[src/rtl/core/isort_pkg.sv]
// Shared types and constants for the integer sort engine.
package isort_pkg;

    localparam int DATA_W        = 32;
    localparam int MAX_COUNT_DEF = 64;

    // one slot of the sorting row: a value and its occupancy flag
    typedef struct packed {
        logic                     ok;
        logic signed [DATA_W-1:0] val;
    } isort_word_t;

endpackage

[src/rtl/core/isort_cell.sv]
// One cell of the systolic insertion row: keeps the smaller word, hands on the larger.
module isort_cell
    import isort_pkg::*;
(
    input  logic        clk,
    input  logic        rst_n,
    input  logic        shift,     // emit mode: take the upper neighbor's held word
    input  isort_word_t in_word,   // word arriving from the lower neighbor
    input  isort_word_t nb_word,   // held word of the upper neighbor
    output isort_word_t hold_word,
    output isort_word_t pass_word
);

    logic                     hold_ok_reg, hold_ok_next;
    logic signed [DATA_W-1:0] hold_val_reg, hold_val_next;
    logic                     pass_ok_reg, pass_ok_next;
    logic signed [DATA_W-1:0] pass_val_reg, pass_val_next;
    logic                     in_less;

    assign in_less = $signed(in_word.val) < $signed(hold_val_reg);

    always_comb
    begin
        hold_ok_next  = hold_ok_reg;
        hold_val_next = hold_val_reg;
        pass_ok_next  = 1'b0;
        pass_val_next = pass_val_reg;
        priority if (shift)
        begin
            hold_ok_next  = nb_word.ok;
            hold_val_next = nb_word.val;
        end
        else if (in_word.ok)
        begin
            if (!hold_ok_reg)
            begin
                hold_ok_next  = 1'b1;
                hold_val_next = in_word.val;
            end
            else if (in_less)
            begin
                hold_val_next = in_word.val;
                pass_ok_next  = 1'b1;
                pass_val_next = hold_val_reg;
            end
            else
            begin
                pass_ok_next  = 1'b1;
                pass_val_next = in_word.val;
            end
        end
        else
        begin
            // idle: hold what we have, pass nothing
            hold_ok_next = hold_ok_reg;
        end
    end

    always_ff @(posedge clk or negedge rst_n)
    begin
        if (!rst_n)
        begin
            hold_ok_reg <= 1'b0;
            pass_ok_reg <= 1'b0;
        end
        else
        begin
            hold_ok_reg <= hold_ok_next;
            pass_ok_reg <= pass_ok_next;
        end
    end

    always_ff @(posedge clk)
    begin
        hold_val_reg <= hold_val_next;
        pass_val_reg <= pass_val_next;
    end

    assign hold_word.ok  = hold_ok_reg;
    assign hold_word.val = hold_val_reg;
    assign pass_word.ok  = pass_ok_reg;
    assign pass_word.val = pass_val_reg;

endmodule

[config.mk]
export PLATFORM = sky130hd
export DESIGN_NAME = isort_cell
export DESIGN_NICKNAME = d
export VERILOG_FILES = /design/src/rtl/core/isort_pkg.sv /design/src/rtl/core/isort_cell.sv
export SDC_FILE = /design/constraint.sdc
export NUM_CORES = 1
export LEC_CHECK = 0
export ABC_AREA = 1
export BUFFER_PORTS_ARGS = -buffer_cell sky130_fd_sc_hd__buf_2
export CORE_ASPECT_RATIO = 1.75
export CORE_MARGIN = 8
export CORE_UTILIZATION = 50
export CTS_CLUSTER_DIAMETER = 50
export DETAILED_ROUTE_END_ITERATION = 6
export PLACE_DENSITY = 0.82
export SKIP_LAST_GASP = 1
export SLEW_MARGIN = 20
export SYNTH_ARGS = -nofsm -noshare
export SYNTH_HDL_FRONTEND = slang
export SYNTH_SLANG_ARGS = --single-unit
export TNS_END_PERCENT = 10
[constraint.sdc]
create_clock -name clk -period 3.2 [get_ports clk]
set_clock_uncertainty 0.1 [all_clocks]
set_input_delay 0.64 -clock clk [delete_from_list [all_inputs] [get_ports clk]]
set_output_delay 0.64 -clock clk [all_outputs]
set_load 0.02 [all_outputs]
==> summary.log, run 1 <==
[detailed_routing] met1 wire length 3.44 mm
[critical_path] count of buffer and inverter cells on the critical path 3
[critical_path] startpoint of the worst register-to-register path hold_val_reg[29]
[synthesis] net count of the mapped netlist 525
[layout] number of nets in the final layout 662
[critical_path] Largest delay share family, worst path simple AND/OR/NAND/NOR gates
[clock_network] H-tree levels 3
[critical_path] Setup crit end kind flop
[critical_path] crit path launch type flop
[timing] count of final max-slew check failures 0
[critical_path] Critical R2R Capture hold_val_reg[3]
[hold_path] startpoint of the lowest-slack hold path hold_val_reg[0]
[detailed_routing] vias per std cell 4.94
[timing] Final Hold Viols 0
[layout] final core area utilization 64.5%
[detailed_routing] sum of met2 wire segment lengths after detailed routing 5.83 mm
[detailed_routing] DRC violation count after routing 0
[die] starting utilization of the core area 50.5%
[die] area of the core 7460 um^2
[die] area of the die 10,700 um^2
[synthesis] Post-Syn Area per Cell 8.87 um^2
[place] routability-driven placement congestion ratio 0.878
[synthesis] synthesized flop and latch total 66
[clock_network] deepest clock path buffer count 2
[detailed_routing] Detail Route met3 WL 701 um
[detailed_routing] Post-Route WL 10.2 mm
[place] placed instance count 638
[clock_network] TritonCTS clock tree yes
[outcome] run status completed
[detailed_routing] highest metal used met4
[layout] most common cell after layout, fill and taps aside nand2_1
[detailed_routing] remaining number of nets flagged by the antenna check after routing 0
[timing] Finish-stage setup viols 0
[hold_path] hold-critical path depth 2
[clock_network] CTS clk-pin slew, worst paths 50 ps
[critical_path] reg2reg path depth 12
[detailed_routing] via count 3,238
[timing] max-slew headroom at the worst pin 68.3%
[clock_network] cell chosen for the clock root clkbuf_16
[global_routing] number of global-route vias before repair 3,326
[critical_path] required time reported for the critical path endpoint 3110 ps
[synthesis] gate count after technology mapping 425
[critical_path] minimum setup slack among reg-to-reg paths 650 ps
[timing] transition time at the pin with the least slew margin 474 ps
[synthesis] netlist area before placement 3770 um^2
[layout] commonest non-fill, non-tap cells in the layout nand2_1 (196), buf_2 (134), edfxtp_1 (64), inv_1 (45), ha_1 (31)
[global_routing] largest net degree at the start of global routing 32
[timing] post-route setup TNS 0 ps
[layout] synthesis-to-layout area growth 27.6%
[layout] diode count 0
[global_routing] final global-route overflow total 0
[detailed_routing] number of violations reported at the end of detailed-routing iteration 0 137
[layout] share of final-layout standard cells stronger than drive strength 1 32.3%
[pwr] post-layout power 0.00290 W
[timing] minimum clock period after layout 2550 ps
[critical_path] critical path start-end classification flop to flop
[critical_path] critical path, cell by cell inv_1 > ha_1 > a21oi_1 > nor2_1 > nor2_1 > nand3_1 > a21oi_2 > nand3_1 > nand3_1 > nand2_1 > inv_1 > buf_4
[hold_path] Min-Delay Endpoint pass_val_reg[0]
[critical_path] highest net fanout along the worst path 21
[clock_network] number of clock buffers inserted by TritonCTS 9
[layout] Non-Filler Instances 655
[die] cell row count 42
[clock_network] worst skew pair latency 330 ps
[synthesis] share of the yosys chip area belonging to registers 52.3%
[global_routing] number of antenna violations at the first check in global routing 0
[detailed_routing] number of detailed-route iterations in the first pass 4
[clock_network] total clock sinks 66
[die] die height 131 um
[die] number of top-level pins 135
[critical_path] endpoint arrival time on the critical path 2460 ps
[synthesis] Synth warnings 0
[timing] peak clock frequency supported by timing 0.391 GHz
[pwr] power density over cell area 603 nW/um^2
[place] final HPWL from detailed placement 7.76 mm
[run] number of max-cap violations 0
[hold_path] HP Class flop to flop
[detailed_routing] routed length per instance 15.6 um
[global_routing] global-route wire length before repair 15.6 mm
[critical_path] CP max stage cell edfxtp_1
[die] die boundary width 81.7 um
[timing] unrepaired setup endpoints after global routing no
[timing] period utilization 79.8%
[place] # port buffers 134
[clock_network] Post-CTS Setup Inserts 0
[pwr] maximum vdd drop 380 uV
[synthesis] number of unique standard cell types used by synthesis 20
[critical_path] maximum cell stage delay along the critical path 430 ps
[pwr] static leakage 2.55 nW
[layout] Filler Cells Inserted 650
[critical_path] cell repeated most along the worst path nand3_1
[global_routing] overall fraction of global-route tracks in use 19.6%
==> cells in the mapped netlist, drive strengths merged <==
| cell | n | area share (%) |
|---|---|---|
| dfrtp | 2 | 1.3 |
| nor3 | 2 | 0.27 |
| o21ai | 7 | 0.93 |
| nand2 | 222 | 24 |
| a21oi | 15 | 2.1 |
| buf | 8 | 2.3 |
| ha | 31 | 10 |
| nand4 | 1 | 0.17 |
| nand3 | 6 | 0.80 |
| edfxtp | 64 | 51 |
| clkbuf | 7 | 0.70 |
| inv | 45 | 4.5 |
| nor2 | 15 | 1.6 |
==> through the flow <==
stage	hold WS (ps)	area, um^2	setup slack (ps)
finish	461	4810	645
floorplan	244	3770	331
global route	468	4810	490
global placement	324	4500	422
detailed placement	326	4500	354
CTS	465	4810	639
==> worst reg2reg max path, delay by kind of cell, from the launching register on <==
kind	cells	cell delay, ps
simple gates	6	640
buf+inv	3	440
flops	1	430
compound gates	2	370
fa+ha+maj	1	240
==> kinds of logic after synthesis <==
group | after synthesis | share of synthesized area, %
and+or+nand+nor | 246 | 26.9
DFF | 66 | 52.3
buffers and inverters | 60 | 7.46
adders and majority gates | 31 | 10.3
AOI/OAI and AO/OA | 22 | 3.02
==> layout make-up <==
class                      count  area [um^2]  share of cell area, %
tap                           88          110                   2.29
timing repair buffer         141          738                   15.3
clock inverter                 2         35.0                  0.728
multi-input combinational    299         1530                   31.7
inverter                      45          169                   3.51
sequential                    66         1970                   41.0
clock buffer                  14          264                   5.48
==> how the worst max path moves through the flow <==
stage	startpoint	to	slack (ps)	cells after the start
after global placement	in_word[5]	hold_val_reg[2]	420	14
after CTS	hold_val_reg[29]	hold_val_reg[16]	640	12
final	hold_val_reg[29]	hold_val_reg[3]	650	12
after detailed placement	in_word[5]	hold_val_reg[30]	350	14
after global routing	hold_val_reg[5]	hold_val_reg[13]	490	14
after floorplan	in_word[21]	hold_val_reg[0]	330	10
==> power by group <==
group          internal (W)  switching [W]
Combinational      0.000251       0.000510
Sequential          0.00109      0.0000561
Clock              0.000645       0.000347
Total               0.00199       0.000913
==> layer usage <==
metal,track usage (%),vias up
met3,4.59,20
met4,10.4,0
met2,36.4,109
met1,19.0,1480
met5,0,-
li1,-,1629
==> repair_timing <==
action                    4_1_cts  5_1_grt
hold buffers                    1        0
gates resized for setup         0        0
hold endpoints to repair        2        0
Power figures use the tool's default switching activity.
==> run 2: changes to the inputs <==
==> constraint.sdc (replaced) <==
create_clock -name clk -period 2.6 [get_ports clk]
set_clock_uncertainty 0.1 [all_clocks]
set_input_delay 0.52 -clock clk [delete_from_list [all_inputs] [get_ports clk]]
set_output_delay 0.52 -clock clk [all_outputs]
set_load 0.02 [all_outputs]
==> summary.log, run 2 (synthesized netlist as in run 1, its figures left out) <==
[clock_network] cell chosen for the clock root clkbuf_16
[global_routing] number of global-route vias before repair 3,596 [+8.1%]
[critical_path] startpoint of the worst register-to-register path hold_val_reg[5]
[critical_path] crit path launch type flop
[detailed_routing] number of detailed-route iterations in the first pass 5 [+1]
[critical_path] Critical R2R Capture hold_val_reg[20]
[critical_path] critical path start-end classification flop to flop
[layout] commonest non-fill, non-tap cells in the layout nand2_1 (196), buf_2 (134), edfxtp_1 (64), inv_1 (44), ha_1 (31)
[global_routing] global-route wire length before repair 16.5 mm [+5.9%]
[critical_path] launching element of the worst setup path hold_val_reg[5]
[clock_network] CTS clk-pin slew, worst paths 50 ps [about the same]
[detailed_routing] via count 3,347 [+3.4%]
[pwr] static leakage 2.56 nW [+0.72%]
[detailed_routing] remaining number of nets flagged by the antenna check after routing 0 [unchanged]
[die] die boundary width 81.7 um [unchanged]
[detailed_routing] vias per std cell 5.06 [+2.4%]
[timing] max-slew headroom at the worst pin 28.6% [-40 points]
[global_routing] number of antenna violations at the first check in global routing 0 [unchanged]
[global_routing] final global-route overflow total 0 [unchanged]
[place] placed instance count 643 [+0.78%]
[timing] peak clock frequency supported by timing 0.412 GHz [+5.1%]
[critical_path] endpoint arrival time on the critical path 2370 ps [-90 ps]
[detailed_routing] number of violations reported at the end of detailed-routing iteration 0 159 [+16%]
[critical_path] Setup crit end kind flop
[die] die height 131 um [unchanged]
[timing] count of final max-slew check failures 0 [unchanged]
[timing] minimum clock period after layout 2430 ps [-125 ps]
[timing] Finish-stage setup viols 0 [unchanged]
[clock_network] TritonCTS clock tree yes
[die] number of top-level pins 135 [unchanged]
[pwr] power density over cell area 729 nW/um^2 [+21%]
[timing] period utilization 93.5% [+14 points]
[run] number of max-cap violations 0 [unchanged]
[clock_network] total clock sinks 66 [unchanged]
[clock_network] H-tree levels 3 [unchanged]
[detailed_routing] routed length per instance 15.8 um [+1.0%]
[layout] share of final-layout standard cells stronger than drive strength 1 32.7% [+0.42 points]
[timing] unrepaired setup endpoints after global routing yes
[layout] Filler Cells Inserted 629 [-3.2%]
[place] final HPWL from detailed placement 7.82 mm [+0.74%]
[place] # port buffers 134 [unchanged]
[detailed_routing] Post-Route WL 10.4 mm [+2.0%]
[layout] most common cell after layout, fill and taps aside nand2_1
[critical_path] minimum setup slack among reg-to-reg paths 170 ps [-470 ps]
[timing] Final Hold Viols 0 [unchanged]
[layout] synthesis-to-layout area growth 29.0%
[clock_network] number of clock buffers inserted by TritonCTS 9 [unchanged]
[timing] Worst Hold Margin 345 ps [-116 ps]
[global_routing] largest net degree at the start of global routing 32 [unchanged]
[place] Cell Area, Placed 4580 um^2 [+1.6%]
[layout] number of nets in the final layout 667 [+0.76%]
[critical_path] required time reported for the critical path endpoint 2540 ps [-570 ps]
[die] cell row count 42 [unchanged]
[layout] Non-Filler Instances 661 [+0.92%]
[critical_path] endpoint of the most critical setup path hold_val_reg[20]
[outcome] run status completed
[die] area of the die 10,700 um^2 [unchanged]
[timing] transition time at the pin with the least slew margin 1070 ps [+596 ps]
[hold_path] HP Class primary input to flop
[critical_path] highest net fanout along the worst path 17 [-19%]
[clock_network] worst skew pair latency 330 ps [about the same]
[critical_path] reg2reg path depth 14 [+2]
[place] routability-driven placement congestion ratio 0.874 [-0.41%]
[die] starting utilization of the core area 50.5% [unchanged]
[detailed_routing] DRC violation count after routing 0 [unchanged]
[layout] final std cell area, no fill 4870 um^2 [+1.1%]
[timing] post-route setup TNS 0 ps [unchanged]
[clock_network] deepest clock path buffer count 2 [unchanged]
[pwr] maximum vdd drop 626 uV [+65%]
[global_routing] overall fraction of global-route tracks in use 20.4% [+0.81 points]
[die] area of the core 7460 um^2 [unchanged]
[layout] final core area utilization 65.2% [+0.70 points]
==> run 2: changes by cell type in the layout (fill, tap and decap cells not counted), sizes merged <==
cell	change
clkbuf	-3
inv	-1
clkinvlp	+1
buf	+5
diode	+1
clkinv	+3
==> run 2: through the flow <==
stage,setup WS (ps),power (W)
floorplan,2.14,0.00211
global placement,-18.2,0.00237
detailed placement,-69.8,0.00241
CTS,153,0.00357
global route,-67.0,0.00372
finish,170,0.00355
==> run 2: cell type report <==
type	instances	area, um^2	area share, %
flip-flops and latches	66	1970	40.5
multi-input cells	299	1530	31.4
well taps	88	110	2.26
inverters	45	173	3.55
diodes	1	2.50	0.0514
repair buffers	146	801	16.5
clock buffers	11	233	4.78
clock inverters	5	45.0	0.926
==> run 2: worst min path at each step <==
| stage | from | to | slack (ps) | cells past startpoint |
|---|---|---|---|---|
| 2_1_floorplan | rst_n | hold_ok_reg | 120 | 0 |
| 3_3_place_gp | rst_n | pass_ok_reg | 210 | 1 |
| 3_5_place_dp | rst_n | hold_ok_reg | 210 | 1 |
| 4_1_cts | nb_word[32] | hold_ok_reg | 330 | 3 |
| 5_1_grt | nb_word[25] | hold_val_reg[25] | 360 | 3 |
| 6_report | nb_word[32] | hold_ok_reg | 340 | 3 |
==> run 2: where the power goes <==
part / leakage (nW) / switching (W) / internal [W]
clock network: 0.134 / 0.000422 / 0.000729
registers: 0.648 / 0.0000672 / 0.00135
logic: 1.78 / 0.000649 / 0.000333
==> run 2: timing repair <==
action,4_1_cts,5_1_grt
endpoints found under the setup margin,0,58
gates resized for setup,0,0
endpoints found under the hold margin,2,0
hold buffers,1,0
buffers inserted,0,0
==> run 2: metal layers <==
layer  global-route usage (%)  vias up  routed length, um
met1                     20.7     1552               3630
met2                     37.0      137               5800
li1                         -     1639                  -
met3                     5.41       19                784
met5                        0        -                  0
met4                     9.67        0                234
==> run 2: worst max-delay path, stage by stage, from the launching register on <==
cell and delay, ps:
edfxtp_1 430, inv_1 80, ha_1 230, a21oi_1 150, nor2_1 60, nor3_1 130
nand2_1 100, nand2_1 60, nand2_1 60, nand2_2 80, nand3_1 150, nand3_2 110
nand2_1 90, clkinvlp_4 120, buf_12 170
==> run 3: changes to the inputs <==
--- a/config.mk
+++ b/config.mk
@@ -5,14 +5,13 @@
 export SDC_FILE = /design/constraint.sdc
 export NUM_CORES = 1
 export LEC_CHECK = 0
-export ABC_AREA = 1
 export BUFFER_PORTS_ARGS = -buffer_cell sky130_fd_sc_hd__buf_2
 export CORE_ASPECT_RATIO = 1.75
 export CORE_MARGIN = 8
 export CORE_UTILIZATION = 50
 export CTS_CLUSTER_DIAMETER = 50
 export DETAILED_ROUTE_END_ITERATION = 6
-export PLACE_DENSITY = 0.82
+export PLACE_DENSITY = 0.83
 export SKIP_LAST_GASP = 1
 export SLEW_MARGIN = 20
 export SYNTH_ARGS = -nofsm -noshare
==> summary.log, run 3 <==
[clock_network] H-tree levels 3 [unchanged]
[critical_path] required time reported for the critical path endpoint 2570 ps [+30 ps]
[place] worst slack after detailed placement -565 ps [-495 ps]
[timing] minimum clock period after layout 2870 ps [+436 ps]
[place] routability-driven placement congestion ratio 0.793 [-9.3%]
[layout] commonest non-fill, non-tap cells in the layout buf_2 (134), edfxtp_1 (64), buf_4 (54), mux2_2 (35)
[clock_network] worst skew pair latency 330 ps [about the same]
[synthesis] proportion of synthesized flip-flops having asynchronous set or reset 3.03% [unchanged]
[place] # port buffers 134 [unchanged]
[timing] peak clock frequency supported by timing 0.349 GHz [-15%]
[timing] Finish-stage setup viols 63 [+63]
[timing] post-route setup TNS -12,210 ps [-12,210 ps]
[detailed_routing] via count 2,868 [-14%]
[die] area of the core 7180 um^2 [-3.8%]
[critical_path] minimum setup slack among reg-to-reg paths -270 ps [-440 ps]
[outcome] violated checks setup timing
[global_routing] number of global-route vias before repair 3,195 [-11%]
[synthesis] top post-synthesis cells by area edfxtp_1 (52%), mux2_4 (12%), mux2_2 (11%)
[synthesis] synthesized flop and latch total 66 [unchanged]
[clock_network] TritonCTS clock tree yes
[layout] most common cell after layout, fill and taps aside buf_2
[synthesis] dominant register cell in the synthesized netlist edfxtp_1
[synthesis] gate count after technology mapping 260 [-39%]
[hold_path] startpoint of the lowest-slack hold path nb_word[32]
[die] area of the die 10,500 um^2 [-1.4%]
[critical_path] endpoint arrival time on the critical path 2840 ps [+470 ps]
[critical_path] Setup crit end kind flop
[synthesis] cell type with the largest total area after synthesis edfxtp_1
[critical_path] Critical R2R Capture pass_val_reg[1]
[synthesis] compound-gate portion of the synthesized area 5.16% [+2.1 points]
[outcome] run status complete, but fails checks
[clock_network] cell chosen for the clock root clkbuf_16
[synthesis] library cell with the highest instance count after synthesis edfxtp_1
[timing] unrepaired setup endpoints after global routing yes
[synthesis] Synth warnings 0 [unchanged]
[pwr] internal power 0.00252 W [+4.4%]
[synthesis] XOR/XNOR share of the synthesized area 0% [unchanged]
[global_routing] final global-route overflow total 0 [unchanged]
[run] number of max-cap violations 0 [unchanged]
[synthesis] net count of the mapped netlist 360 [-31%]
[synthesis] number of enable flip-flop cells after synthesis 64 [unchanged]
[layout] number of nets in the final layout 558 [-16%]
[synthesis] number of unique standard cell types used by synthesis 30 [+50%]
[die] number of top-level pins 135 [unchanged]
[synthesis] post-synthesis share of cell area spent on and, or, nand and nor gates 3.85% [-23 points]
[layout] diode count 0 [-1]
[clock_network] deepest clock path buffer count 2 [unchanged]
[timing] Final Hold Viols 0 [unchanged]
[hold_path] Min-Delay Endpoint hold_ok_reg
[pwr] Clock Power Share 29.9% [-2.5 points]
[detailed_routing] number of violations reported at the end of detailed-routing iteration 0 111 [-30%]
[synthesis] netlist area before placement 3710 um^2 [-1.7%]
[global_routing] number of antenna violations at the first check in global routing 0 [unchanged]
[hold_path] hold-critical path depth 3 [unchanged]
[synthesis] leading cell types by count after synthesis edfxtp_1 (64), mux2_2 (35), inv_1 (32)
[detailed_routing] vias per std cell 5.22 [+3.2%]
[synthesis] Synth Area in Adders 10.5% [+0.18 points]
[timing] slack of the critical path -266 ps [-436 ps]
[synthesis] Post-Syn Area per Cell 14.3 um^2 [+61%]
[timing] transition time at the pin with the least slew margin 484 ps [-586 ps]
[pwr] maximum vdd drop 424 uV [-32%]
[hold_path] HP Class primary input to flop
[detailed_routing] Post-Route WL 10.0 mm [-3.8%]
[timing] period utilization 110% [+17 points]
[critical_path] reg2reg path depth 10 [-4]
[pwr] Comb pwr share 31.3% [+3.6 points]
[timing] Worst Hold Margin 302 ps [-42.4 ps]
[clock_network] number of clock buffers inserted by TritonCTS 9 [unchanged]
[synthesis] mux share of post-synthesis cell area 22.4% [+22 points]
[die] cell row count 41 [-2.4%]
[timing] count of final max-slew check failures 0 [unchanged]
[pwr] power density over cell area 661 nW/um^2 [-9.4%]
[detailed_routing] remaining number of nets flagged by the antenna check after routing 0 [unchanged]
[detailed_routing] number of detailed-route iterations in the first pass 5 [unchanged]
[pwr] switching power share of the total 28.0% [-4.1 points]
[timing] max-slew headroom at the worst pin 67.4% [+39 points]
[place] final HPWL from detailed placement 7.81 mm [about the same]
[pwr] power spent charging and discharging nets 0.000979 W [-14%]
[global_routing] overall fraction of global-route tracks in use 19.5% [-0.90 points]
[synthesis] area share of the leading cell type in the synthesized netlist 51.8% [+0.88 points]
[die] die height 130 um [-0.74%]
[detailed_routing] DRC violation count after routing 0 [unchanged]
[critical_path] crit path launch type flop
[synthesis] largest family of logic cells by synthesized area multiplexers
[clock_network] total clock sinks 66 [unchanged]
[layout] share of final-layout standard cells stronger than drive strength 1 61.6% [+29 points]
[pwr] static leakage 2.53 nW [-1.5%]
[clock_network] CTS clk-pin slew, worst paths 50 ps [about the same]
[pwr] share of total power in sequential cells 38.8% [-1.1 points]
[layout] final core area utilization 73.6% [+8.4 points]
[global_routing] global-route wire length before repair 15.3 mm [-7.5%]
[critical_path] critical path start-end classification flop to flop
[layout] synthesis-to-layout area growth 42.7%
[detailed_routing] routed length per instance 18.3 um [+16%]
[die] die boundary width 81.1 um [-0.69%]
[die] starting utilization of the core area 51.6% [+1.1 points]
[critical_path] highest net fanout along the worst path 8 [-9]
[critical_path] startpoint of the worst register-to-register path hold_val_reg[27]
[global_routing] largest net degree at the start of global routing 26 [-19%]
[synthesis] share of the yosys chip area belonging to registers 53.2% [+0.90 points]
==> run 3: changes by cell type after synthesis, sizes merged, moves of 2 or more <==
cell / delta
mux2: +64
nand2: -211
nor3: -2
a21oi: -4
and4: +2
inv: -13
buf: -2
nand3: -4
clkbuf: -4
a211oi: +3
a221o: +2
nor2: -5
==> run 3: timing repair <==
item                                    4_1_cts  5_1_grt
endpoints found under the hold margin         2        0
gates resized for setup                       3        1
gates cloned                                  0        0
hold buffers                                  1        0
setup buffers                                 2        1
pin swaps                                     1        0
endpoints found under the setup margin       64       64
==> run 3: cells by family (layout without fill, tap and decap cells) <==
family,after synthesis,count (layout)
AND/OR/NAND/NOR,30,30
multiplexers,64,64
adder cells (fa/ha/maj),31,31
buffers and inverters,41,244
AO/OA/AOI/OAI,28,28
flip-flops,66,66
==> run 3: layer usage <==
metal / vias to the layer above / global-route usage (%) / share of wire (%)
li1: 1365 / - / -
met1: 1375 / 18.1 / 33
met2: 108 / 37.0 / 58
met3: 20 / 3.72 / 6.4
met4: 0 / 12.1 / 2.9
met5: - / 0 / 0
==> run 3: stage by stage <==
step,power [W],instance area [um^2],cells
global route,0.00364,5290,549
CTS,0.00352,5270,548
global placement,0.00240,4980,529
detailed placement,0.00245,4980,529
finish,0.00349,5290,549
floorplan,0.00202,3760,260
==> run 3: how the worst max path moves through the flow <==
stage / start / endpoint / slack, ps / cells past startpoint
2_1_floorplan: hold_val_reg[27] / hold_val_reg[0] / -410 / 9
3_3_place_gp: in_word[2] / pass_val_reg[4] / -510 / 10
3_5_place_dp: in_word[2] / pass_val_reg[26] / -560 / 10
4_1_cts: hold_val_reg[26] / pass_val_reg[1] / -260 / 10
5_1_grt: hold_val_reg[27] / pass_val_reg[1] / -340 / 10
6_report: hold_val_reg[27] / pass_val_reg[1] / -270 / 10
==> run 3: power groups by stage <==
stage               registers [W]  logic (W)  clock network [W]
floorplan                 0.00149   0.000530                  0
global placement          0.00137    0.00103                  0
detailed placement        0.00138    0.00107                  0
CTS                       0.00136    0.00110            0.00107
global route              0.00137    0.00118            0.00110
finish                    0.00136    0.00109            0.00104
==> run 3: layout make-up <==
class,instances,area (um^2)
Tap cell,86,108
Fill cell,501,1890
Multi-Input combinational cell,153,1630
Sequential cell,66,1970
Timing Repair Buffer,196,1210
Clock inverter,5,21.3
Inverter,32,120
Clock buffer,11,233
==> run 3: worst max-delay path: stages (launching register included) <==
cell and delay [ps]:
edfxtp_1 410, inv_2 90, ha_4 200, and2_4 140, a221o_1 330, a221o_1 360
o2bb2ai_2 150, a211oi_4 200, buf_6 160, buf_12 130, mux2_2 340
